<file path="config.mk">
export PLATFORM = sky130hd
export DESIGN_NAME = morse_tone_symbol_receiver
export DESIGN_NICKNAME = d
export VERILOG_FILES = /design/src/design/mtsr_pkg.sv /design/src/design/morse_tone_symbol_receiver.sv
export VERILOG_INCLUDE_DIRS = /design/src /design/src/design
export SDC_FILE = /design/constraint.sdc
export NUM_CORES = 1
export LEC_CHECK = 0
export BUFFER_PORTS_ARGS = -buffer_cell sky130_fd_sc_hd__buf_2
export CORE_MARGIN = 2
export CORE_UTILIZATION = 30
export DETAILED_ROUTE_END_ITERATION = 6
export GPL_TIMING_DRIVEN = 0
export SKIP_CTS_REPAIR_TIMING = 1
export SKIP_LAST_GASP = 1
export SLEW_MARGIN = 20
export SYNTH_ARGS = -nofsm -noshare
export SYNTH_HDL_FRONTEND = slang
export SYNTH_SLANG_ARGS = --single-unit
</file>
<file path="constraint.sdc">
create_clock -name clk -period 6.8 [get_ports clk]
set_input_delay 0.34 -clock clk [delete_from_list [all_inputs] [get_ports clk]]
set_output_delay 0.34 -clock clk [all_outputs]
set_load 0.05 [all_outputs]
</file>
<file path="src/design/morse_tone_symbol_receiver_macros.svh">
// assertion macros for the morse tone symbol receiver
`ifndef MORSE_TONE_SYMBOL_RECEIVER_MACROS_SVH
`define MORSE_TONE_SYMBOL_RECEIVER_MACROS_SVH

`ifndef ASSERT_OFF

`define MTSR_ASSERT_IMPL(lbl, clk, rst, ante, cons) \
  lbl: assert property (@(posedge clk) disable iff (rst) (ante) |-> (cons)) \
    else $error("assertion failed");

`define MTSR_ASSERT_NEXT(lbl, clk, rst, ante, cons) \
  lbl: assert property (@(posedge clk) disable iff (rst) (ante) |=> (cons)) \
    else $error("assertion failed");

`else

`define MTSR_ASSERT_IMPL(lbl, clk, rst, ante, cons)

`define MTSR_ASSERT_NEXT(lbl, clk, rst, ante, cons)

`endif

`endif

</file>
<file path="src/design/mtsr_pkg.sv">
// types, constants and code table for the morse tone symbol receiver
`timescale 1ns / 1ps

package mtsr_pkg;

  localparam int CNT_W     = 16;
  localparam int CODE_W    = 8;
  localparam int VALUE_W   = 4;
  localparam int SLOT_W    = 6;
  localparam int PHASE_W   = 3;
  localparam int CFG_IDX_W = 2;

  localparam logic [CFG_IDX_W-1:0] CFG_DOT_MIN  = 2'd0;
  localparam logic [CFG_IDX_W-1:0] CFG_DASH_MIN = 2'd1;
  localparam logic [CFG_IDX_W-1:0] CFG_RELEASE  = 2'd2;
  localparam logic [CFG_IDX_W-1:0] CFG_CHAR_GAP = 2'd3;

  localparam logic [CNT_W-1:0] DOT_MIN_RESET  = 16'd50;
  localparam logic [CNT_W-1:0] DASH_MIN_RESET = 16'd250;
  localparam logic [CNT_W-1:0] RELEASE_RESET  = 16'd4;
  localparam logic [CNT_W-1:0] CHAR_GAP_RESET = 16'd250;
  localparam logic [CNT_W-1:0] CNT_MAX        = 16'hffff;

  localparam logic [CODE_W-1:0]  CODE_EQUALS   = 8'h0f;
  localparam logic [VALUE_W-1:0] VALUE_UNKNOWN = 4'd15;

  typedef enum logic [PHASE_W-1:0] {
    PH_IDLE = 3'd0,
    PH_WAIT = 3'd1,
    PH_READ = 3'd2,
    PH_GAP  = 3'd3,
    PH_DONE = 3'd4
  } phase_t;

  function automatic logic [VALUE_W-1:0] decode_code(input logic [CODE_W-1:0] code);
    logic [VALUE_W-1:0] v;
    case (code)
      8'h20:   v = 4'd0;
      8'h30:   v = 4'd1;
      8'h38:   v = 4'd2;
      8'h3c:   v = 4'd3;
      8'h3e:   v = 4'd4;
      8'h3f:   v = 4'd5;
      8'h2f:   v = 4'd6;
      8'h27:   v = 4'd7;
      8'h23:   v = 4'd8;
      8'h21:   v = 4'd9;
      8'h0c:   v = 4'd10;
      8'h0e:   v = 4'd11;
      8'h0b:   v = 4'd12;
      8'h09:   v = 4'd13;
      8'h0f:   v = 4'd14;
      default: v = VALUE_UNKNOWN;
    endcase
    return v;
  endfunction

  function automatic logic [CODE_W-1:0] add_element(input logic [CODE_W-1:0] bits,
                                                    input logic bit_in);
    logic [CODE_W-1:0] base;
    base = (bits == '0) ? CODE_W'(1) : bits;
    return {base[CODE_W-2:0], bit_in};
  endfunction

endpackage

</file>
<file path="src/design/morse_tone_symbol_receiver.sv">
// morse tone symbol receiver: pulse-width decoder with output register
`timescale 1ns / 1ps

// Takes one tone sample word per tick and returns exactly one result word per
// sample. Each sample is decoded in the cycle it is accepted, so a new sample
// can be accepted every cycle; the result sits in one output register, which
// the block keeps refilling as long as the downstream side does not stall.
// Timing registers (dot/dash minimum, release, character gap) are written
// through a plain write port; the user must write them only while idle, which
// the block itself does not enforce. Up to MAX_SYMS symbols are stored per
// reception; the equals code or a full buffer ends it until a restart.
`include "morse_tone_symbol_receiver_macros.svh"

module morse_tone_symbol_receiver #(
  parameter int MAX_SYMS = 10
) (
  input  logic                            clk,
  input  logic                            rst,
  input  logic                            cfg_we,
  input  logic [mtsr_pkg::CFG_IDX_W-1:0]  cfg_index,
  input  logic [mtsr_pkg::CNT_W-1:0]      cfg_data,
  input  logic                            in_valid,
  output logic                            in_stall,
  input  logic                            tone_level,
  input  logic                            restart,
  output logic                            out_valid,
  input  logic                            out_stall,
  output logic                            sym_valid,
  output logic [mtsr_pkg::CODE_W-1:0]     sym_code,
  output logic [mtsr_pkg::VALUE_W-1:0]    sym_value,
  output logic [mtsr_pkg::SLOT_W-1:0]     sym_slot,
  output logic                            finished,
  output logic [mtsr_pkg::PHASE_W-1:0]    phase_now
);
  import mtsr_pkg::*;

  localparam logic [SLOT_W-1:0] MAX_SLOTS = SLOT_W'(MAX_SYMS);

  logic [CNT_W-1:0] dot_min_ticks, dash_min_ticks, release_ticks, char_gap_ticks;

  phase_t            phase, phase_next;
  logic              prev_level, prev_level_next;
  logic              fall_seen, fall_seen_next;
  logic [CNT_W-1:0]  ticks_since_fall, ticks_since_fall_next;
  logic [CNT_W-1:0]  ticks_since_rise, ticks_since_rise_next;
  logic [CODE_W-1:0] element_bits, element_bits_next;
  logic [SLOT_W-1:0] stored_count, stored_count_next;

  logic              res_valid;
  logic [CODE_W-1:0] res_code;
  logic [VALUE_W-1:0] res_value;
  logic [SLOT_W-1:0] res_slot;

  logic              accept;
  logic [CNT_W-1:0]  tsf_inc, tsr_inc;

  assign in_stall = out_valid && out_stall;
  assign accept   = in_valid && !in_stall;

  // config registers
  always_ff @(posedge clk) begin
    if (rst) begin
      dot_min_ticks  <= DOT_MIN_RESET;
      dash_min_ticks <= DASH_MIN_RESET;
      release_ticks  <= RELEASE_RESET;
      char_gap_ticks <= CHAR_GAP_RESET;
    end else if (cfg_we) begin
      case (cfg_index)
        CFG_DOT_MIN:  dot_min_ticks  <= cfg_data;
        CFG_DASH_MIN: dash_min_ticks <= cfg_data;
        CFG_RELEASE:  release_ticks  <= cfg_data;
        CFG_CHAR_GAP: char_gap_ticks <= cfg_data;
        default: ;
      endcase
    end
  end

  assign tsf_inc = (ticks_since_fall == CNT_MAX) ? ticks_since_fall : ticks_since_fall + 1'b1;
  assign tsr_inc = (ticks_since_rise == CNT_MAX) ? ticks_since_rise : ticks_since_rise + 1'b1;

  always_comb begin
    phase_next            = phase;
    prev_level_next       = prev_level;
    fall_seen_next        = fall_seen;
    ticks_since_fall_next = tsf_inc;
    ticks_since_rise_next = tsr_inc;
    element_bits_next     = element_bits;
    stored_count_next     = stored_count;
    res_valid             = 1'b0;
    res_code              = '0;
    res_value             = '0;
    res_slot              = '0;

    if (restart) begin
      element_bits_next = '0;
      stored_count_next = '0;
      phase_next        = PH_WAIT;
    end else if (phase inside {PH_WAIT, PH_READ, PH_GAP}) begin
      if (tone_level == prev_level) begin
        if (fall_seen) begin
          if (phase == PH_READ && tsf_inc > release_ticks) begin
            phase_next = PH_GAP;
            if (tsr_inc >= dash_min_ticks) begin
              element_bits_next = add_element(element_bits, 1'b0);
            end else if (tsr_inc >= dot_min_ticks) begin
              element_bits_next = add_element(element_bits, 1'b1);
            end else begin
              phase_next = PH_WAIT;
            end
          end else if (phase == PH_GAP && tsf_inc >= char_gap_ticks) begin
            if (stored_count < MAX_SLOTS) begin
              res_valid         = 1'b1;
              res_code          = element_bits;
              res_value         = decode_code(element_bits);
              res_slot          = stored_count;
              stored_count_next = stored_count + 1'b1;
              phase_next        = (element_bits == CODE_EQUALS) ? PH_DONE : PH_WAIT;
            end else begin
              phase_next = PH_DONE;
            end
            element_bits_next = '0;
          end
        end
      end else begin
        prev_level_next = tone_level;
        if (tone_level) begin
          if (phase == PH_WAIT || phase == PH_GAP) begin
            phase_next            = PH_READ;
            ticks_since_rise_next = '0;
          end
        end else begin
          fall_seen_next        = 1'b1;
          ticks_since_fall_next = '0;
        end
      end
    end
  end

  always_ff @(posedge clk) begin
    if (rst) begin
      phase            <= PH_IDLE;
      prev_level       <= 1'b0;
      fall_seen        <= 1'b0;
      ticks_since_fall <= '0;
      ticks_since_rise <= '0;
      element_bits     <= '0;
      stored_count     <= '0;
    end else if (accept) begin
      phase            <= phase_next;
      prev_level       <= prev_level_next;
      fall_seen        <= fall_seen_next;
      ticks_since_fall <= ticks_since_fall_next;
      ticks_since_rise <= ticks_since_rise_next;
      element_bits     <= element_bits_next;
      stored_count     <= stored_count_next;
    end
  end

  // result register
  always_ff @(posedge clk) begin
    if (rst) begin
      out_valid <= 1'b0;
    end else if (accept) begin
      out_valid <= 1'b1;
    end else if (!out_stall) begin
      out_valid <= 1'b0;
    end
  end

  always_ff @(posedge clk) begin
    if (accept) begin
      sym_valid <= res_valid;
      sym_code  <= res_code;
      sym_value <= res_value;
      sym_slot  <= res_slot;
      finished  <= (phase_next == PH_DONE);
      phase_now <= phase_next;
    end
  end

  `MTSR_ASSERT_IMPL(a_slot_in_range, clk, rst, out_valid && sym_valid, sym_slot < MAX_SLOTS)
  `MTSR_ASSERT_IMPL(a_finished_phase, clk, rst, out_valid, finished == (phase_now == PH_DONE))
  `MTSR_ASSERT_IMPL(a_count_bound, clk, rst, 1'b1, stored_count <= MAX_SLOTS)
  `MTSR_ASSERT_NEXT(a_done_holds, clk, rst, accept && !restart && phase == PH_DONE, phase == PH_DONE)
  `MTSR_ASSERT_NEXT(a_result_follows, clk, rst, accept, out_valid && phase_now == phase)

endmodule
</file>
Word level (Yosys, flattened, before mapping)
Memory sizes are Yosys's and may differ from the RTL's. A register that Yosys moved wholly into a read port is not among the register bits.
Index checks and enable logic that the tools add are counted.
{ "totals": {"ff_bits": 139, "latch_bits": 0, "ramBits": 0, "mem_bits_ro": 256, "output_inout_bits": 25, "elab_cells": 119, "mem_count": 1} }
{ "op_classes": {"n_addsub": 3, "n_mul": 0, "div_mod_pow": 0, "magnitude_cmp": 5, "n_eq_ne": 14, "shift": 0, "muxes": 45, "bitwise": 7, "n_reduce_logical": 26} }
{ "mem_list": {"columns": ["name", "depth", "word_bits", "rd", "rd_clocked_by_memory_dff", "write_ports", "line_no", "rtl"], "rows": [
  ["(name not given)", 64, 4, 1, 1, 0, "mtsr_pkg.sv:37", "case (code)"]
]} }
{ "op_table": {"columns": ["op", "count"], "rows": [
  ["$mux 16", 11],
  ["$mux 8", 8],
  ["$mux 6", 9],
  ["$ge 16x16->1", 3],
  ["$add 16x1->16 const B", 2],
  ["$eq 16x16->1 const B", 2],
  ["$mux 3", 10],
  ["$gt 16x16->1", 1],
  ["$reduce_bool 2->1", 5],
  ["$eq 8x4->1 const B", 1],
  ["$logic_not 8->1", 1],
  ["$reduce_and 2->1", 4],
  ["$mux 7", 1],
  ["$not 1->1", 7],
  ["$reduce_and 7->1", 1],
  ["$reduce_or 7->1", 1],
  ["$add 6x1->6 const B", 1],
  ["$eq 3x2->1 const B", 2],
  ["$lt 6x4->1 const B", 1],
  ["$reduce_and 6->1", 1],
  ["$reduce_bool 3->1", 2],
  ["$reduce_or 6->1", 1],
  ["$reduce_and 5->1", 1],
  ["$eq 2x2->1 const B", 2],
  ["other kinds (15)", 22]
]} }

Longest topological paths before layout
Gate-level depths: netlist (run 1).
{ "logic_depth": {"word_depth": 12, "ltp_mapped": 25, "depth_no_buf": 23} }

Least setup slack after synthesis (run 1)
Ideal clock, no wire load.
{ "synth_path": {"path_kind": "register to register", "from": "reg ticks_since_fall[0]", "to": "reg with a tool-made name", "setup_time_ns": 0.118, "arrival_ns": 4.947, "required_time_ns": 6.682, "path_slack_ns": 1.735, "stages_incl_launch_ff": 24, "path_buffers": 2, "period_less_slack_ns": 5.065, "path_cell_list": "dfxtp_1 > ha_1 > nand3_1 > or4_1 > buf_6 > nand4_1 > nor2_1 > and3_1 > nand3_1 > xnor2_1 > ha_1 > nand3_1 > nor4_1 > nand2_1 > o31a_1 > a21oi_2 > buf_6 > mux2i_2 > nand2_2 > a21o_1 > ha_1 > nor3_1 > o311ai_1 > a2bb2oi_1"} }
{ "synth_lines": {"columns": ["element", "line_no", "rtl"], "rows": [
  ["start, declared", "morse_tone_symbol_receiver.sv:44", "logic [CNT_W-1:0] ticks_since_fall, ticks_since_fall_next;"],
  ["start signal, assigned", "morse_tone_symbol_receiver.sv:152", "ticks_since_fall <= ticks_since_fall_next;"]
]} }

==> results of run 1 <==
-- registers in the layout (all words and copies together), names as in the netlist, 3 cells and up, named ones only --
register	cells
char_gap_ticks	16
dash_min_ticks	16
dot_min_ticks	16
release_ticks	16
ticks_since_fall	16
ticks_since_rise	16
element_bits	8
sym_code	8
stored_count	6
sym_slot	6
sym_value	4
phase	3
phase_now	3
-- cell families after synthesis --
group	count (synthesis)	synth area share, %
flops	143	38.7
simple gates	380	21.9
compound gates	227	18.2
fa+ha+maj	69	10.8
buf+inv	127	6.19
xor+xnor	29	3.18
mux	6	0.862
other cells	1	0.0470
-- metal layers --
layer	vias to the layer above	global-route usage, %
li1	3590	-
met1	3306	22.0
met2	184	23.8
met3	12	3.00
met4	0	3.55
met5	-	0
-- cells in the mapped netlist (all sizes together) (3+ instances only) --
| cell | number | share of area, % |
|---|---|---|
| a211oi | 7 | 0.66 |
| a21o | 5 | 0.47 |
| a21oi | 95 | 6.0 |
| a221o | 4 | 0.50 |
| a221oi | 3 | 0.33 |
| a22oi | 21 | 2.0 |
| a31oi | 6 | 0.47 |
| and2 | 12 | 0.94 |
| and3 | 9 | 0.77 |
| and4 | 3 | 0.33 |
| buf | 7 | 0.55 |
| clkbuf | 37 | 1.7 |
| dfxtp | 120 | 30 |
| edfxtp | 23 | 8.6 |
| ha | 69 | 11 |
| inv | 83 | 3.9 |
| mux2 | 4 | 0.56 |
| nand2 | 164 | 7.7 |
| nand2b | 6 | 0.47 |
| nand3 | 24 | 1.5 |
| nand4 | 19 | 1.6 |
| nor2 | 87 | 4.1 |
| nor2b | 5 | 0.39 |
| nor3 | 20 | 1.4 |
| nor3b | 4 | 0.44 |
| nor4 | 12 | 0.94 |
| o211ai | 21 | 2.0 |
| o21ai | 26 | 1.6 |
| o221ai | 5 | 0.55 |
| o22ai | 3 | 0.24 |
| o311ai | 3 | 0.33 |
| o31a | 5 | 0.55 |
| or2 | 3 | 0.24 |
| or3 | 5 | 0.39 |
| xnor2 | 21 | 2.3 |
| xor2 | 8 | 0.88 |
-- power by group --
part	internal [mW]	switching, mW
logic	0.0540	0.138
registers	0.883	0.0117
clock network	0.649	0.382
total	1.59	0.532
-- final timing paths --
| kind | from | to | slack, ns | depth (start not counted) |
|---|---|---|---|---|
| worst max register to register | ticks_since_rise[4] | register | 0.75 | 23 |
| worst min-delay path | in_valid | out_valid | 0.14 | 2 |
| worst min register to register | release_ticks[13] | release_ticks[13] | 0.46 | 2 |
| worst max-delay path | ticks_since_rise[4] | register | 0.75 | 23 |
-- cell type report --
cell class | count | area, µm²
antenna | 1 | 2.50
buffer | 44 | 184
clock buffer | 17 | 425
clock inverter | 15 | 218
fill | 2742 | 16800
inverter | 83 | 312
multi-input combinational | 713 | 4410
sequential | 143 | 3090
tap | 335 | 419
timing repair buffer | 48 | 255
-- metrics by stage --
stage	worst slack (ns)	cell area (µm²)	std cells
after global placement	0.523	8640	1365
after global routing	0.228	9320	1398
after CTS	0.420	9310	1398
after detailed placement	0.467	8670	1366
after floorplan	1.74	7990	983
final	0.753	9320	1399
-- critical path, stage by stage, from the launching register on --
cell       delay (ns)
dfxtp_1          0.31
clkbuf_1         0.26
and4_1           0.28
nand4_1          0.15
nor4_1           0.51
nand4_1          0.22
clkbuf_1         0.29
nand3_1          0.21
nor2_1           0.09
nand4_1          0.15
xnor2_1          0.15
ha_1             0.32
nand4_1          0.08
nor2_1           0.11
a211oi_1         0.12
o41ai_2          0.73
nor2_1           0.29
nor3_4           0.40
a221o_1          0.34
inv_1            0.07
ha_1             0.30
nor3_1           0.23
o311ai_1         0.14
a2bb2oi_1        0.16
==> results.py, run 1 <==
metrics = {
    "cts": {
        "clk_latency_ns": 0.43,
        "cts_tree": "done",
        "cts_inserted_buffers": 17,
        "clk_pin_slew_ns": 0.06,
        "cts.sinks": 143,
        "root_buffer": "clkbuf_16",
        "clockBufferDepth": 2,
        "h-tree-depth": 4,
    },
    "detailed_routing": {
        "wl_um": 21400,
        "wl_met3_um": 1390,
        "topRoutingLayerUsed": "met4",
        "drtAntennaViolNets": 0,
        "drt-initial-drc-count": 484,
        "drcViolationCount": 18,
        "dr.pass1.iters": 7,
        "via_per_inst": 5.07,
        "wire_per_inst_um": 15.3,
        "via_count": 7092,
        "route.met2.wl_um": 9270,
        "wl_met1_um": 10500,
    },
    "sta": {
        "rsz0062_at_grt": "false",
        "finalMaxSlewViolations": 0,
        "slew_headroom_pct": 28.7,
        "hold_viol": 0,
        "fin_skew_ns": 0.0178,
        "setup_violations": 0,
        "fmaxAchievable_mhz": 165,
        "worst_pin_slew_ns": 1.06,
        "min_period_over_period_pct": 88.9,
        "layout_min_cycle_time_ns": 6.05,
        "setup_tns_ns": 0,
        "whs_ns": 0.138,
    },
    "synth": {
        "synth_edf_count": 23,
        "post_synth_num_cell_types": 75,
        "synthesis.area_um2": 7990,
        "synth_area_per_cell_um2": 8.13,
        "synthCells": 982,
        "synth-seq-cells": 143,
        "synth_warnings": 0,
        "synthArstFlopShare_pct": 0,
        "ys_seq_area_share_pct": 38.7,
        "ys.flop_type": "dfxtp_1",
    },
    "global_routing": {
        "grt_pass1_vias": 6542,
        "grt_usage_pct": 15.3,
        "grt_max_degree": 31,
        "overflow": 0,
        "antenna_found_initial": 0,
        "grt_pass1_wl_um": 34200,
    },
    "setup_path": {
        "startpoint_type": "register",
        "worst-endpoint-required_ns": 7.11,
        "criticalPathCategory": "reg -> reg",
        "cp_max_fo": 10,
        "arrival_ns": 6.36,
        "worstSetupEndpointType": "register",
    },
    "floorplan": {
        "initial_core_util_pct": 30.6,
        "rows": 59,
        "ioPinCount": 50,
        "die_h_um": 167,
        "core_um2": 26100,
        "fp.dieW_um": 167,
        "dieArea_um2": 27900,
    },
    "pwr": {
        "power_density_nw_per_um2": 227,
        "power_mw": 2.12,
        "vdd_drop_max_mv": 0.138,
        "p_leak_nw": 3.73,
    },
    "worst_hold_path": {
        "hold_path_class": "in -> reg",
    },
    "cells_and_area": {
        "synthToLayoutAreaGrowth_pct": 16.8,
        "final_cell_mix": "nand2_1, dfxtp_1, a21oi_1, nor2_1, inv_1",
        "postLayoutCoreUtil_pct": 35.7,
        "layout_commonest_cell": "nand2_1",
        "nets": 1144,
        "drive_above_1_share_pct": 9.78,
    },
    "outcome": {
        "violations": "DRC",
        "status": "complete, but fails checks",
    },
    "run": {
        "maxCapViolCount": 0,
    },
    "placed_design": {
        "dp_hpwl_um": 16100,
        "portBuffers": 47,
        "gp_congestion": 0.879,
    },
}
Power figures use the tool's default switching activity.
==> run 2, diff against run 1 <==
- clock period: 6.8 -> 6.4 ns (I/O delays scaled with it)
==> results.py, run 2 (synthesis results as in run 1) <==
metrics = {
    "pwr": {
        "p_comb_share_pct": 9.1,
        "pwr-share-seq_pct": 42.2,
        "p_leak_nw": 3.73,
        "power_mw": 2.25,
        "power_density_nw_per_um2": 241,
        "cellInternalPower_mw": 1.69,
        "p_sw_share_pct": 25.1,
        "clock_power_share_pct": 48.7,
        "power.switching_mw": 0.566,
        "vdd_drop_max_mv": 0.145,
    },
    "sta": {
        "finalMaxSlewViolations": 0,
        "slew_headroom_pct": 27.7,
        "setup_violations": 0,
        "fin_skew_ns": 0.0251,
        "whs_ns": 0.113,
        "fin_ws_ns": 0.443,
        "hold_viol": 0,
        "worst_pin_slew_ns": 1.08,
        "layout_min_cycle_time_ns": 5.96,
        "setup_tns_ns": 0,
        "fmaxAchievable_mhz": 168,
        "min_period_over_period_pct": 93.1,
        "rsz0062_at_grt": "false",
    },
    "cells_and_area": {
        "nets": 1144,
        "multi_input_area_um2": 4420,
        "final-seq-area_um2": 3090,
        "nFillCells": 2743,
        "layout_commonest_cell": "nand2_1",
        "postLayoutCoreUtil_pct": 35.7,
        "drive_above_1_share_pct": 9.88,
        "final_cell_mix": "nand2_1, dfxtp_1, a21oi_1, nor2_1, inv_1",
        "synthToLayoutAreaGrowth_pct": 16.9,
    },
    "placed_design": {
        "dp_hpwl_um": 16100,
        "portBuffers": 47,
        "gp_congestion": 0.879,
        "post-place-ws_ns": 0.0667,
    },
    "setup_path": {
        "worstSetupEndpointType": "register",
        "cp_max_fo": 10,
        "worstPathCellList": "ha_1 > nand3_1 > or4_1 > buf_6 > nand4_1 > nor2_1 > and3_1 > nand3_1 > xnor2_1 > ha_1 > nand3_1 > nor4_1 > nand2_1 > o31a_1 > a21oi_2 > buf_6 > mux2i_2 > nand2_2 > a21o_1 > ha_1 > nor3_1 > o311ai_1 > a2bb2oi_1",
        "criticalPathCategory": "reg -> reg",
        "cpPeakStageDelay_ns": 0.53,
        "worst-endpoint-required_ns": 6.72,
        "startpoint_type": "register",
        "arrival_ns": 6.28,
        "r2r_start": "ticks_since_fall[0]",
        "reg2regPathDepth": 23,
        "r2r_setup_slack_ns": 0.44,
        "crit_slowest_cell": "or4_1",
    },
    "cts": {
        "clockBufferDepth": 2,
        "clk_pin_slew_ns": 0.06,
        "cts_inserted_buffers": 17,
        "clk_latency_ns": 0.44,
        "cts.sinks": 143,
        "root_buffer": "clkbuf_16",
        "cts_tree": "done",
        "h-tree-depth": 4,
    },
    "global_routing": {
        "overflow": 0,
        "grt_pass1_wl_um": 34200,
        "grt_max_degree": 31,
        "grt_usage_pct": 15.3,
        "grt_pass1_vias": 6542,
        "antenna_found_initial": 0,
    },
    "detailed_routing": {
        "drcViolationCount": 18,
        "drt-initial-drc-count": 537,
        "via_per_inst": 5.09,
        "wire_per_inst_um": 15.3,
        "dr.pass1.iters": 7,
        "via_count": 7126,
        "wl_um": 21400,
        "drtAntennaViolNets": 0,
    },
    "floorplan": {
        "dieArea_um2": 27900,
        "fp.dieW_um": 167,
        "die_h_um": 167,
        "initial_core_util_pct": 30.6,
        "rows": 59,
        "ioPinCount": 50,
        "core_um2": 26100,
    },
    "outcome": {
        "violations": "DRC",
        "status": "complete, but fails checks",
    },
    "run": {
        "maxCapViolCount": 0,
    },
    "worst_hold_path": {
        "worstHoldStart": "in_valid",
        "hold_path_class": "in -> reg",
        "hold_path_end": "out_valid",
        "hold_path_depth": 2,
    },
}
==> run 2: worst max-delay path, delay by kind of cell, from the launching register on <==
family | cells | cell delay, ns
mux | 1 | 0.37
buf+inv | 2 | 0.34
simple gates | 11 | 2.47
compound gates | 5 | 1.16
xor+xnor | 1 | 0.11
flops | 1 | 0.47
fa+ha+maj | 3 | 0.92
==> run 2: layer usage <==
layer  GRT usage (%)  share of wire, %  routed length (µm)
met1            22.0                50               10700
met4            3.55              0.57                 121
met2            23.8                44                9390
met5               0                 0                   0
met3            3.00               5.6                1190
==> run 2: final cells by class <==
| class | count | area share (%) |
|---|---|---|
| flip-flops and latches | 143 | 33.1 |
| repair buffers | 48 | 2.74 |
| multi-input cells | 713 | 47.4 |
| clock inverters | 15 | 2.33 |
| clock buffers | 17 | 4.56 |
| diodes | 2 | 0.0536 |
| plain buffers | 44 | 1.97 |
| well taps | 335 | 4.49 |
| inverters | 83 | 3.34 |
==> run 2: worst max path at each step <==
stage,start,end
2_1_floorplan,ticks_since_fall[0],register
3_3_place_gp,ticks_since_rise[4],register
3_5_place_dp,ticks_since_rise[4],register
4_1_cts,ticks_since_rise[4],register
5_1_grt,ticks_since_fall[0],register
6_report,ticks_since_fall[0],register
==> run 2: power by group through the flow <==
stage	logic [mW]	registers [mW]	clock network (mW)
2_1_floorplan	0.110	0.994	0
3_3_place_gp	0.197	0.971	0
3_5_place_dp	0.201	0.971	0
4_1_cts	0.203	0.951	1.11
5_1_grt	0.225	0.954	1.15
6_report	0.204	0.951	1.10
==> run 2: stage by stage <==
stage | cell area (µm²) | std cells
5_1_grt | 9330 | 1398
4_1_cts | 9310 | 1398
3_3_place_gp | 8640 | 1365
2_1_floorplan | 7990 | 983
3_5_place_dp | 8670 | 1366
6_report | 9330 | 1400
==> run 3, diff against run 2 <==
- PLACE_DENSITY_LB_ADDON: unset -> 0.2
- RECOVER_POWER: unset -> 50
==> results.py, run 3 (synthesis results as in run 1) <==
metrics = {
    "sta": {
        "finalMaxSlewViolations": 31,
        "min_period_over_period_pct": 94.4,
        "fin_skew_ns": 0.0130,
        "setup_violations": 0,
        "worst_pin_slew_ns": 1.60,
        "fin_ws_ns": 0.360,
        "layout_min_cycle_time_ns": 6.04,
        "slew_headroom_pct": -6.51,
        "fmaxAchievable_mhz": 166,
        "hold_viol": 0,
    },
    "global_routing": {
        "grt_pass1_vias": 6693,
        "overflow": 0,
        "gr-usage-met3_pct": 2.69,
        "met1_usage_pct": 23.6,
        "gr-max-usage-layer": "met2",
        "grt_usage_pct": 16.4,
        "antenna_found_initial": 0,
        "grt_pass1_wl_um": 36200,
        "grtUsageMet2_pct": 25.4,
        "grt_max_degree": 31,
    },
    "placed_design": {
        "portBuffers": 47,
        "dp_cells": 1366,
        "gp_congestion": 0.825,
        "dp_hpwl_um": 16900,
        "post-place-ws_ns": 0.293,
        "dpl-instance-area_um2": 8670,
    },
    "pwr": {
        "p_leak_nw": 3.64,
        "power_mw": 2.25,
        "vdd_drop_max_mv": 0.123,
        "power_density_nw_per_um2": 242,
    },
    "cells_and_area": {
        "instances_no_fill": 1397,
        "antennaDiodeCount": 0,
        "nFillCells": 2819,
        "synthToLayoutAreaGrowth_pct": 16.3,
        "final_cell_mix": "nand2_1, dfxtp_1, a21oi_1, nor2_1, inv_1",
        "postLayoutCoreUtil_pct": 35.5,
        "stdcell_area_um2": 9290,
        "layout_commonest_cell": "nand2_1",
        "nets": 1144,
        "drive_above_1_share_pct": 7.34,
    },
    "floorplan": {
        "rows": 59,
        "fp.dieW_um": 167,
        "core_um2": 26100,
        "die_h_um": 167,
        "dieArea_um2": 27900,
        "initial_core_util_pct": 30.6,
        "ioPinCount": 50,
    },
    "cts": {
        "h-tree-depth": 4,
        "cts_tree": "done",
        "clk_pin_slew_ns": 0.06,
        "clockBufferDepth": 2,
        "cts_inserted_buffers": 17,
        "root_buffer": "clkbuf_16",
        "clk_latency_ns": 0.42,
        "cts.sinks": 143,
    },
    "detailed_routing": {
        "dr.pass1.iters": 7,
        "drtAntennaViolNets": 0,
        "via_count": 6960,
        "drcViolationCount": 5,
        "wire_per_inst_um": 16.0,
        "via_per_inst": 4.98,
        "drt-initial-drc-count": 405,
        "wl_um": 22400,
    },
    "run": {
        "maxCapViolCount": 1,
    },
    "setup_path": {
        "startpoint_type": "register",
        "criticalPathCategory": "reg -> reg",
        "r2r_setup_slack_ns": 0.36,
        "worstSetupEndpointType": "register",
        "worst-endpoint-required_ns": 6.70,
        "cp_max_fo": 10,
        "arrival_ns": 6.34,
    },
    "outcome": {
        "violations": "DRC, capacitance limit, slew limit",
        "status": "complete, but fails checks",
    },
    "worst_hold_path": {
        "hold_path_class": "in -> reg",
    },
}
-- run 3: cell count changes in the layout (fill, tap and decap cells not counted), moves of 2 or more --
| cell | delta |
|---|---|
| buf_1 | -2 |
| buf_2 | -25 |
| clkbuf_1 | +31 |
| clkbuf_8 | +2 |
| clkinvlp_4 | -2 |
| diode_2 | -2 |
-- run 3: worst paths after layout --
check,start,end,cells after the start
hold / removal,in_valid,out_valid,2
setup reg to reg,ticks_since_fall[0],register,23
setup / recovery,ticks_since_fall[0],register,23
hold reg to reg,dot_min_ticks[6],dot_min_ticks[6],2
-- run 3: power breakdown --
part	switching (mW)	internal, mW	total (mW)
registers	0.0126	0.939	0.951
clock network	0.400	0.696	1.10
logic	0.149	0.0539	0.203
-- run 3: area by class of cell --
| class | instances | area [µm²] | share of cell area (%) |
|---|---|---|---|
| multi-input cells | 713 | 4430 | 47.7 |
| flip-flops and latches | 143 | 3090 | 33.3 |
| clock buffers | 22 | 485 | 5.23 |
| well taps | 335 | 419 | 4.51 |
| inverters | 83 | 312 | 3.35 |
| repair buffers | 48 | 208 | 2.24 |
| plain buffers | 44 | 183 | 1.97 |
| clock inverters | 9 | 155 | 1.67 |
-- run 3: worst max-delay path, stage by stage, from the launching register on --
cell	delay, ns
dfxtp_1	0.50
ha_1	0.25
nand3_1	0.11
or4_1	0.53
buf_6	0.16
nand4_1	0.22
nor2_1	0.16
and3_1	0.23
nand3_1	0.10
xnor2_1	0.12
ha_1	0.33
nand3_1	0.14
nor4_2	0.35
nand2_1	0.18
o31a_1	0.34
a21oi_2	0.22
buf_6	0.19
mux2i_2	0.36
nand2_2	0.20
a21o_1	0.33
ha_1	0.35
nor3_1	0.24
o311ai_1	0.14
a2bb2oi_1	0.15
-- run 3: metal layers --
layer | vias to the layer above | share of wire, %
li1 | 3586 | -
met1 | 3219 | 51
met2 | 134 | 44
met3 | 21 | 3.9
met4 | 0 | 1.1
met5 | - | 0
-- run 3: stage by stage --
stage          hold slack [ns]  TNS (ns)
5_1_grt                  0.131   -0.0180
6_report                 0.126         0
2_1_floorplan            0.432         0
3_5_place_dp             0.447         0
3_3_place_gp             0.443         0
4_1_cts                  0.112         0
